## config.mk

```make
export PLATFORM = sky130hd
export DESIGN_NAME = prime_test_with_running_mean
export DESIGN_NICKNAME = d
export VERILOG_FILES = /design/src/sv/ptrm_pkg.sv /design/src/sv/prime_test_with_running_mean.sv /design/src/sv/ptrm_ctrl.sv /design/src/sv/ptrm_dp.sv
export SDC_FILE = /design/constraint.sdc
export NUM_CORES = 1
export LEC_CHECK = 0
export BUFFER_PORTS_ARGS = -buffer_cell sky130_fd_sc_hd__buf_2
export CAP_MARGIN = 30
export CORE_MARGIN = 8
export CORE_UTILIZATION = 65
export CTS_CLUSTER_DIAMETER = 50
export DETAILED_ROUTE_END_ITERATION = 12
export HOLD_SLACK_MARGIN = 0.12
export PLACE_DENSITY_LB_ADDON = 0.05
export SETUP_SLACK_MARGIN = 0.1
export SLEW_MARGIN = 20
export SYNTH_ARGS = -nofsm -noshare
export SYNTH_HDL_FRONTEND = slang
export SYNTH_SLANG_ARGS = --single-unit
```

## constraint.sdc

```tcl
create_clock -name clk -period 14.6 [get_ports clk]
set_clock_uncertainty 0.2 [all_clocks]
set_input_delay 2.92 -clock clk [delete_from_list [all_inputs] [get_ports clk]]
set_output_delay 2.92 -clock clk [all_outputs]
set_load 0.02 [all_outputs]
```

## src/sv/ptrm_pkg.sv

```systemverilog
`timescale 1ns / 1ps
// ----------------------------------------------------------------------------
// ptrm_pkg
// Shared types and constants for the prime test with running mean.
// ----------------------------------------------------------------------------
package ptrm_pkg;

  localparam int unsigned CAND_PORT_W = 16;
  localparam int unsigned COUNT_W     = 16;
  localparam int unsigned SUM_W       = 32;
  localparam int unsigned FRAC_BITS   = 8;
  localparam int unsigned MEAN_W      = 24;
  localparam int unsigned MQ_W        = SUM_W + FRAC_BITS;
  localparam int unsigned MSTEP_W     = $clog2(MQ_W);
  localparam int unsigned FIRST_PRIME = 2;

  // Input request
  typedef struct packed {
    logic [CAND_PORT_W-1:0] candidate;
    logic                   last_of_range;
  } in_t;

  // Result request
  typedef struct packed {
    logic              is_prime;
    logic [COUNT_W-1:0] prime_count;
    logic [SUM_W-1:0]   prime_sum;
    logic [MEAN_W-1:0]  mean_fixed;
    logic              none_found;
    logic              range_end;
  } out_t;

  // Controller states
  typedef enum logic [2:0] {
    ST_IDLE,
    ST_CHECK,
    ST_DIV,
    ST_ACC,
    ST_MEAN_CHK,
    ST_MEAN,
    ST_EMIT
  } state_t;

  // Commands from controller to datapath
  typedef struct packed {
    logic load;
    logic div_start;
    logic div_step;
    logic acc_update;
    logic mean_start;
    logic mean_step;
    logic emit;
  } cmd_t;

  // Status from datapath to controller
  typedef struct packed {
    logic check_done;
    logic div_last;
    logic mean_needed;
    logic mean_last;
    logic out_free;
  } sts_t;

endpackage

```

## src/sv/prime_test_with_running_mean.sv

```systemverilog
`timescale 1ns / 1ps
// Flow: load, then per divisor tried a check and a bit-serial remainder over W
//   bits, W = min(VALUE_BITS, 16); divisors tried: up to floor(sqrt(n)) - 1. Then
//   accumulate and, on a range end with primes, divide for the mean; then emit.
// One request at a time: input stalls until the result register takes the result.
// Reset: controller returns to idle, result valid drops, count and sum clear to zero.
// ----------------------------------------------------------------------------
// prime_test_with_running_mean
// Trial-division primality test with running prime count, sum and mean.
// ----------------------------------------------------------------------------
module prime_test_with_running_mean #(
  parameter int unsigned VALUE_BITS = 16
) (
  input  logic           clk,
  input  logic           rst_n,
  input  logic           in_valid,
  output logic           in_stall,
  input  ptrm_pkg::in_t  in_data,
  output logic           out_valid,
  input  logic           out_stall,
  output ptrm_pkg::out_t out_data
);

  ptrm_pkg::cmd_t cmd;
  ptrm_pkg::sts_t sts;

  // Sequence the work
  ptrm_ctrl u_ctrl (
    .clk      (clk),
    .rst_n    (rst_n),
    .in_valid (in_valid),
    .in_stall (in_stall),
    .sts      (sts),
    .cmd      (cmd)
  );

  // Do the arithmetic and hold the result
  ptrm_dp #(
    .VALUE_BITS (VALUE_BITS)
  ) u_dp (
    .clk       (clk),
    .rst_n     (rst_n),
    .in_data   (in_data),
    .cmd       (cmd),
    .sts       (sts),
    .out_valid (out_valid),
    .out_stall (out_stall),
    .out_data  (out_data)
  );

endmodule

```

## src/sv/ptrm_ctrl.sv

```systemverilog
`timescale 1ns / 1ps
// ----------------------------------------------------------------------------
// ptrm_ctrl
// Sequencer for trial division, accumulation, mean division and result hand-off.
// ----------------------------------------------------------------------------
module ptrm_ctrl (
  input  logic            clk,
  input  logic            rst_n,
  input  logic            in_valid,
  output logic            in_stall,
  input  ptrm_pkg::sts_t  sts,
  output ptrm_pkg::cmd_t  cmd
);

  ptrm_pkg::state_t state_r;
  ptrm_pkg::state_t state_nxt;

  // Hold state
  always_ff @(posedge clk) begin
    if (!rst_n) begin
      state_r <= ptrm_pkg::ST_IDLE;
    end else begin
      state_r <= state_nxt;
    end
  end

  // Advance state
  always_comb begin
    state_nxt = state_r;
    unique case (state_r)
      ptrm_pkg::ST_IDLE: begin
        if (in_valid) state_nxt = ptrm_pkg::ST_CHECK;
      end
      ptrm_pkg::ST_CHECK: begin
        if (sts.check_done) state_nxt = ptrm_pkg::ST_ACC;
        else                state_nxt = ptrm_pkg::ST_DIV;
      end
      ptrm_pkg::ST_DIV: begin
        if (sts.div_last) state_nxt = ptrm_pkg::ST_CHECK;
      end
      ptrm_pkg::ST_ACC: begin
        state_nxt = ptrm_pkg::ST_MEAN_CHK;
      end
      ptrm_pkg::ST_MEAN_CHK: begin
        if (sts.mean_needed) state_nxt = ptrm_pkg::ST_MEAN;
        else                 state_nxt = ptrm_pkg::ST_EMIT;
      end
      ptrm_pkg::ST_MEAN: begin
        if (sts.mean_last) state_nxt = ptrm_pkg::ST_EMIT;
      end
      ptrm_pkg::ST_EMIT: begin
        if (sts.out_free) state_nxt = ptrm_pkg::ST_IDLE;
      end
      default: state_nxt = ptrm_pkg::ST_IDLE;
    endcase
  end

  // Drive commands
  always_comb begin
    cmd      = '0;
    in_stall = 1'b1;
    unique case (state_r)
      ptrm_pkg::ST_IDLE: begin
        in_stall = 1'b0;
        cmd.load = in_valid;
      end
      ptrm_pkg::ST_CHECK: begin
        cmd.div_start = !sts.check_done;
      end
      ptrm_pkg::ST_DIV: begin
        cmd.div_step = 1'b1;
      end
      ptrm_pkg::ST_ACC: begin
        cmd.acc_update = 1'b1;
      end
      ptrm_pkg::ST_MEAN_CHK: begin
        cmd.mean_start = sts.mean_needed;
      end
      ptrm_pkg::ST_MEAN: begin
        cmd.mean_step = 1'b1;
      end
      ptrm_pkg::ST_EMIT: begin
        cmd.emit = sts.out_free;
      end
      default: begin
        cmd = '0;
      end
    endcase
  end

endmodule

```

## src/sv/ptrm_dp.sv

```systemverilog
`timescale 1ns / 1ps
// ----------------------------------------------------------------------------
// ptrm_dp
// Datapath: bit-serial trial divider, accumulators, mean divider, result register.
// ----------------------------------------------------------------------------
module ptrm_dp #(
  parameter int unsigned VALUE_BITS = 16
) (
  input  logic            clk,
  input  logic            rst_n,
  input  ptrm_pkg::in_t   in_data,
  input  ptrm_pkg::cmd_t  cmd,
  output ptrm_pkg::sts_t  sts,
  output logic            out_valid,
  input  logic            out_stall,
  output ptrm_pkg::out_t  out_data
);

  localparam int unsigned CAND_W = (VALUE_BITS < ptrm_pkg::CAND_PORT_W) ?
                                   VALUE_BITS : ptrm_pkg::CAND_PORT_W;
  localparam int unsigned DW     = CAND_W / 2 + 2;
  localparam int unsigned SQW    = CAND_W + 2;
  localparam int unsigned BW     = $clog2(CAND_W);
  localparam int unsigned COUNT_W = ptrm_pkg::COUNT_W;
  localparam int unsigned SUM_W   = ptrm_pkg::SUM_W;
  localparam int unsigned MQ_W    = ptrm_pkg::MQ_W;
  localparam int unsigned MEAN_W  = ptrm_pkg::MEAN_W;
  localparam int unsigned MSTEP_W = ptrm_pkg::MSTEP_W;

  logic [CAND_W-1:0]  n_r;
  logic               last_r;
  logic               prime_r;
  logic [DW-1:0]      d_r;
  logic [SQW-1:0]     sq_r;
  logic [DW-1:0]      rem_r;
  logic [BW-1:0]      bit_r;
  logic [COUNT_W-1:0] count_r;
  logic [SUM_W-1:0]   sum_r;
  logic [MQ_W-1:0]    mq_r;
  logic [COUNT_W-1:0] mrem_r;
  logic [MSTEP_W-1:0] mstep_r;
  logic               out_valid_r;
  ptrm_pkg::out_t     out_r;

  logic [CAND_W-1:0]  cand;
  logic [DW:0]        shift_w;
  logic               ge;
  logic [DW-1:0]      rem_step;
  logic [SUM_W:0]     sum_ext;
  logic [COUNT_W:0]   mshift;
  logic               mge;
  logic [COUNT_W-1:0] mrem_step;
  logic [MEAN_W-1:0]  mean_sat;

  assign cand = in_data.candidate[CAND_W-1:0];

  // One restoring step of n mod d, most significant bit first
  assign shift_w  = {rem_r, n_r[bit_r]};
  assign ge       = shift_w >= {1'b0, d_r};
  assign rem_step = ge ? DW'(shift_w - {1'b0, d_r}) : shift_w[DW-1:0];

  // One restoring step of (sum << 8) / count
  assign mshift    = {mrem_r, mq_r[MQ_W-1]};
  assign mge       = mshift >= {1'b0, count_r};
  assign mrem_step = mge ? COUNT_W'(mshift - {1'b0, count_r}) : mshift[COUNT_W-1:0];
  assign mean_sat  = (|mq_r[MQ_W-1:MEAN_W]) ? '1 : mq_r[MEAN_W-1:0];

  assign sum_ext = {1'b0, sum_r} + (SUM_W + 1)'(n_r);

  // Status to the controller
  assign sts.check_done  = !prime_r || (sq_r > SQW'(n_r));
  assign sts.div_last    = (bit_r == '0);
  assign sts.mean_needed = last_r && (count_r != '0);
  assign sts.mean_last   = (mstep_r == MSTEP_W'(MQ_W - 1));
  assign sts.out_free    = !out_valid_r || !out_stall;

  // Trial division: load candidate, step remainder, advance divisor
  always_ff @(posedge clk) begin
    if (cmd.load) begin
      n_r     <= cand;
      last_r  <= in_data.last_of_range;
      prime_r <= cand >= CAND_W'(ptrm_pkg::FIRST_PRIME);
      d_r     <= DW'(ptrm_pkg::FIRST_PRIME);
      sq_r    <= SQW'(ptrm_pkg::FIRST_PRIME * ptrm_pkg::FIRST_PRIME);
    end
    if (cmd.div_start) begin
      rem_r <= '0;
      bit_r <= BW'(CAND_W - 1);
    end
    if (cmd.div_step) begin
      rem_r <= rem_step;
      bit_r <= bit_r - 1'b1;
      if (bit_r == '0) begin
        if (rem_step == '0) prime_r <= 1'b0;
        d_r  <= d_r + 1'b1;
        sq_r <= sq_r + SQW'({d_r, 1'b1});
      end
    end
  end

  // Accumulate primes of the range; clear after the range end is handed on
  always_ff @(posedge clk) begin
    if (!rst_n) begin
      count_r <= '0;
      sum_r   <= '0;
    end else begin
      if (cmd.acc_update && prime_r) begin
        if (count_r != '1) count_r <= count_r + 1'b1;
        sum_r <= sum_ext[SUM_W] ? '1 : sum_ext[SUM_W-1:0];
      end
      if (cmd.emit && last_r) begin
        count_r <= '0;
        sum_r   <= '0;
      end
    end
  end

  // Mean divider, one quotient bit per cycle
  always_ff @(posedge clk) begin
    if (cmd.mean_start) begin
      mq_r    <= {sum_r, {ptrm_pkg::FRAC_BITS{1'b0}}};
      mrem_r  <= '0;
      mstep_r <= '0;
    end else if (cmd.mean_step) begin
      mq_r    <= {mq_r[MQ_W-2:0], mge};
      mrem_r  <= mrem_step;
      mstep_r <= mstep_r + 1'b1;
    end
  end

  // Result register: load on emit, drop valid once taken
  always_ff @(posedge clk) begin
    if (!rst_n) begin
      out_valid_r <= 1'b0;
    end else if (cmd.emit) begin
      out_valid_r <= 1'b1;
    end else if (!out_stall) begin
      out_valid_r <= 1'b0;
    end
  end

  always_ff @(posedge clk) begin
    if (cmd.emit) begin
      out_r.is_prime    <= prime_r;
      out_r.prime_count <= count_r;
      out_r.prime_sum   <= sum_r;
      out_r.mean_fixed  <= sts.mean_needed ? mean_sat : '0;
      out_r.none_found  <= last_r && (count_r == '0);
      out_r.range_end   <= last_r;
    end
  end

  assign out_valid = out_valid_r;
  assign out_data  = out_r;

endmodule
```

==> flow_metrics.tcl, run 1 <==
set metrics [dict create \
    rows 51 \
    whs_ps 277 \
    design.die.area_mm2 0.0243 \
    status "complete, no violations" \
    grt_pass1_wl_um 46300 \
    core_area_mm2 0.0193 \
    post-route-min-period_ps 4870 \
    start_kind "flop" \
    grt_max_degree 76 \
    num_vias 9753 \
    grt_pass1_vias 9301 \
    final-hold-violation-count 0 \
    power_mw 2.06 \
    hp-start "u_dp.mq_r[1]" \
    ioPinCount 98 \
    synth_edf_count 138 \
    startpoint "u_ctrl.state_r[2]" \
    synth_top_family_by_area "compound AO/OA/AOI/OAI gates" \
    route.detailed.drc 0 \
    grt_usage_pct 23.3 \
    path_clk_slew_ps 60 \
    slew_violations 0 \
    syn_avg_cell_area_um2 10.2 \
    syn_area_mm2 0.0127 \
    finalNetCount 1446 \
    gp_congestion 0.896 \
    pre_cts_slack_ps 9510 \
    synthCells 1250 \
    drt-pass1-iter-count 6 \
    drtAntennaViolNets 0 \
    clock_latency_ps 540 \
    synth_fp_nets 1349 \
    initial_utilization_pct 65.7 \
    finalCritPeriodShare_pct 33.4 \
    drt_iter0_drc 740 \
    cts_setup_buffers 0 \
    worst_setup_path_end_kind "primary output" \
    area_growth_pct 13.1 \
    numPortBuffers 97 \
    synthMuxAreaShare_pct 2.72 \
    synth_warnings 0 \
    hold_path.class "reg -> reg" \
    regToRegStartpoint "u_dp.bit_r[0]" \
    p_per_area_mw_per_mm2 143 \
    async_flop_share_pct 0 \
    setup_ws_ps 9730 \
    synth_flop_cell "edfxtp_1" \
    cts_tree "built" \
    finalSetupTns_ps 0 \
    synthAdderAreaFrac_pct 7.92 \
    hold_buffers 0 \
    vias_per_cell 5.97 \
    max_freq_ghz 0.205 \
    finalSetupViolCount 0 \
    cts-root-buf "clkbuf_16" \
    hpwl_um 20300 \
    tightest_slew_ps 867 \
    post_cts_resized 0 \
    leakagePower_nw 5.61 \
    synth-xor-area-share_pct 3.58 \
    synth-seq-cells 249 \
    fillers 1375 \
    drt_wl_total_um 28700 \
    slew_headroom_pct 42.2 \
    finish.utilization_pct 74.3 \
    arrival_ps 1750 \
    grt_overflow_total 0 \
    clk_path_buf_depth 3 \
    maxCapViolations 0 \
    numCtsBuffers 27 \
    synth_compound_area_share_pct 16.8 \
    rsz0062_at_grt "false" \
    crit_required_ps 11480 \
    drive_above_1_share_pct 13.6 \
    cts.sinks 249 \
    wl_per_cell_um 17.6 \
    final_cell_mix "edfxtp_1, nor2_1, dfxtp_1, nand2_1, buf_2" \
    synthDistinctLibCells 76 \
    critPathMaxFanout 13 \
    setup.worst_path.class "reg -> out" \
    grt_antenna_before_repair 1 \
    synthSimpleGateAreaFrac_pct 15.3 \
    irDropWorstVdd_mv 0.123 \
    final_common_cell "edfxtp_1" \
    ys_seq_area_share_pct 50.1 \
    die_h_um 156 \
    die_w_um 156 \
    htreeDepth 1 \
]
[worst paths after layout]
| path | end | slack [ps] | cells past startpoint |
|---|---|---|---|
| max | in_stall | 9730 | 3 |
| min reg2reg | u_dp.mq_r[2] | 280 | 2 |
| max reg2reg | u_dp.prime_r | 10290 | 13 |
| min | u_dp.mq_r[2] | 280 | 2 |
[sequential cells by signal, summed over array words and instances, names as in the netlist]
register	cells
u_dp.prime_r	1
u_dp.mstep_r	6
u_dp.sum_r	32
u_dp.sq_r	18
u_dp.count_r	16
u_dp.mrem_r	16
u_dp.bit_r	4
u_dp.n_r	16
u_dp.last_r	1
u_dp.mq_r	40
u_dp.out_valid	1
u_dp.d_r	10
u_dp.rem_r	10
u_ctrl.state_r	3
u_dp.out_data	75
[metal layers]
| metal | wire, µm | track usage, % |
|---|---|---|
| met3 | 1600 | 3.41 |
| met1 | 13100 | 31.3 |
| met4 | 556 | 6.47 |
| met5 | 0 | 0 |
| met2 | 13400 | 38.4 |
[synthesized netlist by cell type (17+ instances only)]
cell type / instances / share of area, %
and3_1: 18 / 0.89
nand2_1: 109 / 3.2
a31oi_1: 17 / 0.84
nand3_1: 35 / 1.4
clkbuf_1: 34 / 1.0
nor2_1: 133 / 3.9
o21ai_0: 69 / 2.7
inv_1: 69 / 2.0
a22o_1: 33 / 2.3
dfxtp_1: 111 / 17
ha_1: 74 / 7.3
xnor2_1: 33 / 2.3
nor3_1: 27 / 1.1
a21o_1: 18 / 1.1
edfxtp_1: 138 / 33
a21oi_1: 86 / 3.4
mux2i_1: 21 / 1.7
xor2_1: 19 / 1.3
[power breakdown]
group | total [mW] | switching, mW | internal, mW | leakage (nW)
clock network | 0.668 | 0.280 | 0.387 | 0.436
logic | 0.571 | 0.316 | 0.255 | 3.01
registers | 0.817 | 0.0388 | 0.779 | 2.17
[cells by family (layout without fill, tap and decap cells)]
| kind of cell | count (synthesis) | after routing |
|---|---|---|
| other | 0 | 1 |
| adders and majority gates | 78 | 78 |
| and+or+nand+nor | 410 | 410 |
| DFF | 249 | 249 |
| muxes | 29 | 29 |
| buffers and inverters | 113 | 231 |
| xor gates and xnor gates | 52 | 52 |
| AOI/OAI and AO/OA | 319 | 319 |
[area by class of cell]
class | count | area (µm²) | area share (%)
diodes | 1 | 2.50 | 0.0174
clock buffers | 37 | 763 | 5.31
clock inverters | 13 | 118 | 0.818
inverters | 70 | 263 | 1.83
multi-input cells | 888 | 5900 | 41.0
flip-flops and latches | 249 | 6370 | 44.3
well taps | 265 | 332 | 2.31
repair buffers | 111 | 631 | 4.39
[stage by stage]
step	instance area (µm²)	std cells
after floorplan	12700	1250
after global placement	13400	1579
after detailed placement	13500	1582
after CTS	14400	1632
after global routing	14400	1634
final	14400	1634
[worst max-delay path, stage by stage, from the launching register on]
cell and delay (ps):
dfxtp_1 450, nor3_1 520, inv_1 80, buf_2 170
No activity file was read; power rests on OpenSTA's default activity.
==> inputs of run 2 (changes only) <==
ABC_AREA = 1   (was unset)
CORE_UTILIZATION = 55   (was 65)
clock period = 4.05 ns   (was 14.6 ns; I/O delays follow)
==> run 2 against run 1 <==
- critical path depth grew 8
- routed wire length is 22% higher
- cell count rose by 33%
- hold slack got worse by 28 ps
- design area is 8.8% higher
- global-route usage is 0.92 points lower
- synthesized area increased by 8.9%
- die area rose by 26%
- sequential cell count unchanged
- clock power grew to 3.9 times the previous value
- largest cell class unchanged
- highest routed layer unchanged
==> flow_metrics.tcl, run 2 <==
set metrics [dict create \
    status "complete, no violations" \
    yosys.area.top_type "edfxtp_1" \
    synthCells 1716 \
    synth_fp_nets 1815 \
    synth.most_common_cell "nand2_1" \
    final_common_cell "nand2_1" \
    synth_warnings 0 \
    irDropWorstVdd_mv 0.357 \
    p_per_area_mw_per_mm2 574 \
    fillers 2257 \
    syn_area_mm2 0.0138 \
    numPortBuffers 97 \
    wl_per_cell_um 16.0 \
    cpMaxStageDelayCell "nor2_1" \
    ys_top_cells_by_area "edfxtp_1, dfxtp_1, nand2_1, inv_1, ha_1" \
    htreeDepth 1 \
    comb_power_share_pct 35.3 \
    tightest_slew_ps 890 \
    start_kind "flop" \
    max_freq_ghz 0.308 \
    finalCritPeriodShare_pct 80.3 \
    clk_path_buf_depth 3 \
    route.detailed.drc 0 \
    slew_violations 0 \
    leakagePower_nw 7.18 \
    async_flop_share_pct 0 \
    dp.cells 2117 \
    num_vias 11783 \
    cts.sinks 249 \
    switching_share_pct 38.1 \
    rrSetupSlack_ps 800 \
    initial_utilization_pct 55.4 \
    synthTopCellsByCount "nand2_1, inv_1, edfxtp_1" \
    largest_reg_flops 75 \
    drive_above_1_share_pct 11.0 \
    layoutNonFillerInstCount 2174 \
    max_stage_delay_ps 690 \
    power.share.clock_pct 29.0 \
    die_h_um 175 \
    grt_pass1_vias 10952 \
    worstSetupPathDepth 11 \
    slew_headroom_pct 40.5 \
    design.die.area_mm2 0.0305 \
    seqPwrFrac_pct 35.6 \
    post_cts_resized 0 \
    critPathMaxFanout 16 \
    synth-seq-cells 249 \
    gp_congestion 0.915 \
    hold_buffers 0 \
    grt_overflow_total 0 \
    rows 58 \
    worst_setup_path_end_kind "flop" \
    cts_tree "built" \
    antennaDiodeCount 0 \
    arrival_ps 3490 \
    finalSetupTns_ps 0 \
    drt_iter0_drc 899 \
    vias_per_cell 5.42 \
    path_clk_slew_ps 60 \
    maxCapViolations 0 \
    synth_edf_count 138 \
    grt_antenna_before_repair 0 \
    cts_setup_buffers 0 \
    grt_max_degree 76 \
    ioPinCount 98 \
    final_cell_mix "nand2_1, inv_1, edfxtp_1, nand3_1, nor2_1" \
    min_path_cells 1 \
    cts-root-buf "clkbuf_16" \
    synthDistinctLibCells 51 \
    finalSetupViolCount 0 \
    synth_top_area_share_pct 29.9 \
    crit_path_cell_trace "clkinv_1 -> ha_1 -> nand2_1 -> nor2_1 -> buf_4 -> inv_1 -> nor2_2 -> nor2_1 -> inv_1 -> o22ai_1 -> inv_1" \
    ys_seq_area_share_pct 46.0 \
    crit_required_ps 4290 \
    drt-pass1-iter-count 6 \
    internal_power_mw 5.55 \
    setup.worst_path.class "reg -> reg" \
    drt_wl_total_um 34900 \
    critPathTopFamily "buffers and inverters" \
    rsz0062_at_grt "false" \
    hold_path.class "in -> reg" \
    crit_top_cell "inv_1" \
    finalNetCount 1919 \
    die_w_um 175 \
    core_area_mm2 0.0250 \
    worst-r2r-cell-count 11 \
    syn_avg_cell_area_um2 8.07 \
    area_growth_pct 13.0 \
    drtAntennaViolNets 0 \
    grt_usage_pct 22.3 \
    worst-path-buf-inv 5 \
    grt_pass1_wl_um 56200 \
    switching_power_mw 3.42 \
    synth_flop_cell "edfxtp_1" \
    final-hold-violation-count 0 \
    post-route-min-period_ps 3250 \
    hpwl_um 26000 \
    numCtsBuffers 30 \
    clock_latency_ps 550 \
]
run 2: changes by cell type in the layout (fill, tap and decap cells not counted), sizes merged, moves of 17 or more:
cell   previous run  this run
mux2i            21         0
inv              74       279
a22o             33         3
a21oi            87       110
nand2           109       418
and3             18         1
nand4            16        38
nand3            35       135
xnor2            33        16
o22ai             7        30
run 2: cell families (layout without fill, tap and decap cells):
family | Yosys count | count (layout) | share of synthesized area, %
simple gates | 764 | 764 | 24.1
buf+inv | 315 | 443 | 9.04
compound gates | 268 | 268 | 10.9
flops | 249 | 249 | 46.0
fa+ha+maj | 78 | 78 | 7.27
xor+xnor | 41 | 41 | 2.59
mux | 1 | 1 | 0.0813
run 2: area by class of cell:
class	count	area, µm²	area share (%)
sequential	249	6370	40.7
multi-input combinational	1152	6240	39.9
inverter	278	1050	6.70
clock buffer	40	840	5.37
timing repair buffer	109	596	3.81
tap	330	413	2.64
clock inverter	16	140	0.896
run 2: per-stage QoR:
step | setup WS [ps] | area (µm²) | utilization, % | total power [mW] | hold slack, ps
global placement | 919 | 14600 | 58.6 | 6.36 | 247
finish | 799 | 15600 | 62.6 | 8.97 | 249
CTS | 857 | 15600 | 62.5 | 8.99 | 229
global route | 497 | 15600 | 62.6 | 9.57 | 233
detailed placement | 882 | 14600 | 58.6 | 6.38 | 260
floorplan | 888 | 13800 | - | 5.69 | 230
run 2: final timing paths:
path                                      from                 to
worst max-delay path             u_dp.bit_r[0]       u_dp.sq_r[2]
worst max register to register   u_dp.bit_r[0]       u_dp.sq_r[2]
worst min-delay path               in_data[16]       u_dp.n_r[15]
worst min register to register  u_dp.sum_r[30]  u_dp.out_data[56]
run 2: routing by layer:
metal	vias up	part of all wire (%)	global-route usage, %
li1	5923	-	-
met5	-	0	0
met3	68	5.7	3.00
met4	0	2.7	7.03
met1	5461	43	28.5
met2	331	48	38.7
run 2: power groups by stage:
stage	clock network, mW	logic, mW	registers (mW)
global placement	0	3.12	3.25
floorplan	0	2.54	3.15
finish	2.60	3.17	3.20
detailed placement	0	3.13	3.24
CTS	2.64	3.15	3.19
global route	2.73	3.61	3.22
run 2: worst register-to-register path, cell delays in order, from the launching register on:
cell,delay (ps)
edfxtp_1,550
clkinv_1,300
ha_1,290
nand2_1,90
nor2_1,50
buf_4,200
inv_1,80
nor2_2,90
nor2_1,690
inv_1,350
o22ai_1,220
inv_1,50
==> inputs of run 3 (changes only) <==
CORE_UTILIZATION = 61   (was 55)
clock period = 3.09 ns   (was 4.05 ns; I/O delays follow)
==> run 3 against run 2 <==
- non-clock buffer count up 37
- sequential cell count unchanged
- routed wire length up 3.6%
- combinational power up 40%
- setup slack worse by 660 ps
- die area down 9.0%
- critical path type unchanged
- highest routed layer unchanged
==> flow_metrics.tcl, run 3 (synthesis results as in run 2) <==
set metrics [dict create \
    status "complete, no violations" \
    critPathMaxFanout 8 \
    grt_usage_pct 25.6 \
    ioPinCount 98 \
    leakagePower_nw 7.47 \
    final_cell_mix "nand2_1, inv_1, edfxtp_1, nand3_1, nor2_1" \
    crit_path_cell_trace "inv_4 -> nand2_2 -> nand3_2 -> nand2_2 -> nor2_2 -> nand2_1 -> nand2_2 -> inv_2 -> ha_4 -> fa_2 -> inv_2 -> nand2_2 -> nand3_2 -> nand2_2 -> nand2_1 -> nand2_1 -> nand2_1 -> nand2_1 -> nand2_1 -> nand2_1 -> nor2_1 -> nand3_1 -> nand2_1 -> inv_1" \
    grt_antenna_before_repair 0 \
    drtAntennaViolNets 0 \
    multi_input_area_mm2 0.00632 \
    num_vias 12023 \
    irDropWorstVdd_mv 0.553 \
    core_area_mm2 0.0224 \
    final-hold-violation-count 0 \
    critPathTopFamily "simple AND/OR/NAND/NOR gates" \
    fillers 1818 \
    slew_headroom_pct 60.8 \
    p_per_area_mw_per_mm2 786 \
    start_kind "flop" \
    die_h_um 167 \
    cts-root-buf "clkbuf_16" \
    min_path_cells 3 \
    grt_max_degree 76 \
    design.die.area_mm2 0.0278 \
    seqCellArea_mm2 0.00637 \
    drive_above_1_share_pct 13.4 \
    grt_pass1_vias 11541 \
    finalSetupTns_ps 0 \
    rows 55 \
    startpoint "u_dp.bit_r[0]" \
    cpMaxStageDelayCell "edfxtp_1" \
    cts.sinks 249 \
    gp_congestion 0.954 \
    numCtsBuffers 34 \
    setup_ws_ps 139 \
    worst-r2r-cell-count 24 \
    post-route-min-period_ps 2950 \
    dp.cells 2086 \
    numPortBuffers 97 \
    crit_required_ps 3300 \
    clk_path_buf_depth 3 \
    clock_latency_ps 510 \
    regToRegStartpoint "u_dp.bit_r[0]" \
    largest_reg_flops 75 \
    crit_top_cell "nand2_1" \
    finalNetCount 1960 \
    die_w_um 167 \
    arrival_ps 3160 \
    drt-pass1-iter-count 5 \
    antennaDiodeCount 0 \
    htreeDepth 2 \
    finalSetupViolCount 0 \
    maxCapViolations 0 \
    grt_pass1_wl_um 58500 \
    path_clk_slew_ps 60 \
    setup.worst_path.class "reg -> reg" \
    hp-start "rst_n" \
    area_growth_pct 17.2 \
    route.detailed.drc 0 \
    pre_cts_slack_ps -33.7 \
    r2r-end "u_dp.prime_r" \
    tightest_slew_ps 587 \
    rsz0062_at_grt "true" \
    drt_iter0_drc 787 \
    slew_violations 0 \
    hpwl_um 26300 \
    worst-path-buf-inv 4 \
    vias_per_cell 5.54 \
    initial_utilization_pct 61.7 \
    hold_path.class "in -> reg" \
    drt_wl_total_um 36100 \
    max_freq_ghz 0.339 \
    rrSetupSlack_ps 140 \
    worst_setup_path_end_kind "flop" \
    finalCritPeriodShare_pct 95.5 \
    grt_overflow_total 0 \
    layoutNonFillerInstCount 2172 \
    max_stage_delay_ps 510 \
    final_common_cell "nand2_1" \
    wl_per_cell_um 16.6 \
    min_to "u_ctrl.state_r[0]" \
    cts_tree "built" \
]
==> run 3: cell types whose count changed in the layout (fill, tap and decap cells not counted), sizes merged <==
cell / before / now
dlygate4sd3: 0 / 17
clkbuf: 40 / 46
bufinv: 1 / 4
buf: 109 / 129
inv: 279 / 283
clkinv: 12 / 5
==> run 3: stage by stage <==
stage | power (mW) | hold WS (ps) | instance area, µm² | util, %
5_1_grt | 13.5 | 207 | 16200 | 72.3
4_1_cts | 12.6 | 189 | 16100 | 71.7
2_1_floorplan | 7.46 | 230 | 13800 | -
3_5_place_dp | 8.43 | 252 | 14700 | 65.5
6_report | 12.8 | 195 | 16200 | 72.3
3_3_place_gp | 8.38 | 247 | 14700 | 65.5
==> run 3: layout make-up <==
class	instances	share of cell area (%)
Clock inverter	16	1.37
Clock buffer	46	6.11
Multi-Input combinational cell	1152	39.0
Inverter	278	6.48
Tap cell	285	2.20
Sequential cell	249	39.2
Timing Repair Buffer	146	5.64
==> run 3: layer usage <==
layer | track usage [%] | part of all wire (%)
met4 | 9.32 | 3.2
met1 | 32.7 | 43
met3 | 4.30 | 6.1
met5 | 0 | 0
met2 | 43.2 | 47
==> run 3: worst max path at each step <==
stage | depth (start not counted) | slack, ps | endpoint
after floorplan | 9 | 120 | u_dp.count_r[5]
after global placement | 23 | 20 | u_dp.prime_r
after detailed placement | 23 | -30 | u_dp.prime_r
after CTS | 23 | 100 | u_dp.prime_r
after global routing | 24 | -90 | u_dp.prime_r
final | 24 | 140 | u_dp.prime_r
==> run 3: power breakdown <==
part	switching (mW)	total (mW)	internal, mW
Sequential	0.295	4.18	3.89
Clock	1.52	4.15	2.63
Combinational	2.92	4.43	1.51
Total	4.74	12.8	8.02
==> run 3: tightest hold or removal path: stages <==
cell     delay (ps)
buf_2           130
inv_1            70
a21oi_1          40
==> run 3: repair_timing <==
item	4_1_cts	5_1_grt
endpoints found under the setup margin	2	15
endpoints found under the hold margin	17	0
pin swaps	0	11
hold buffers	17	0
setup buffers	1	6
resized for setup	3	27
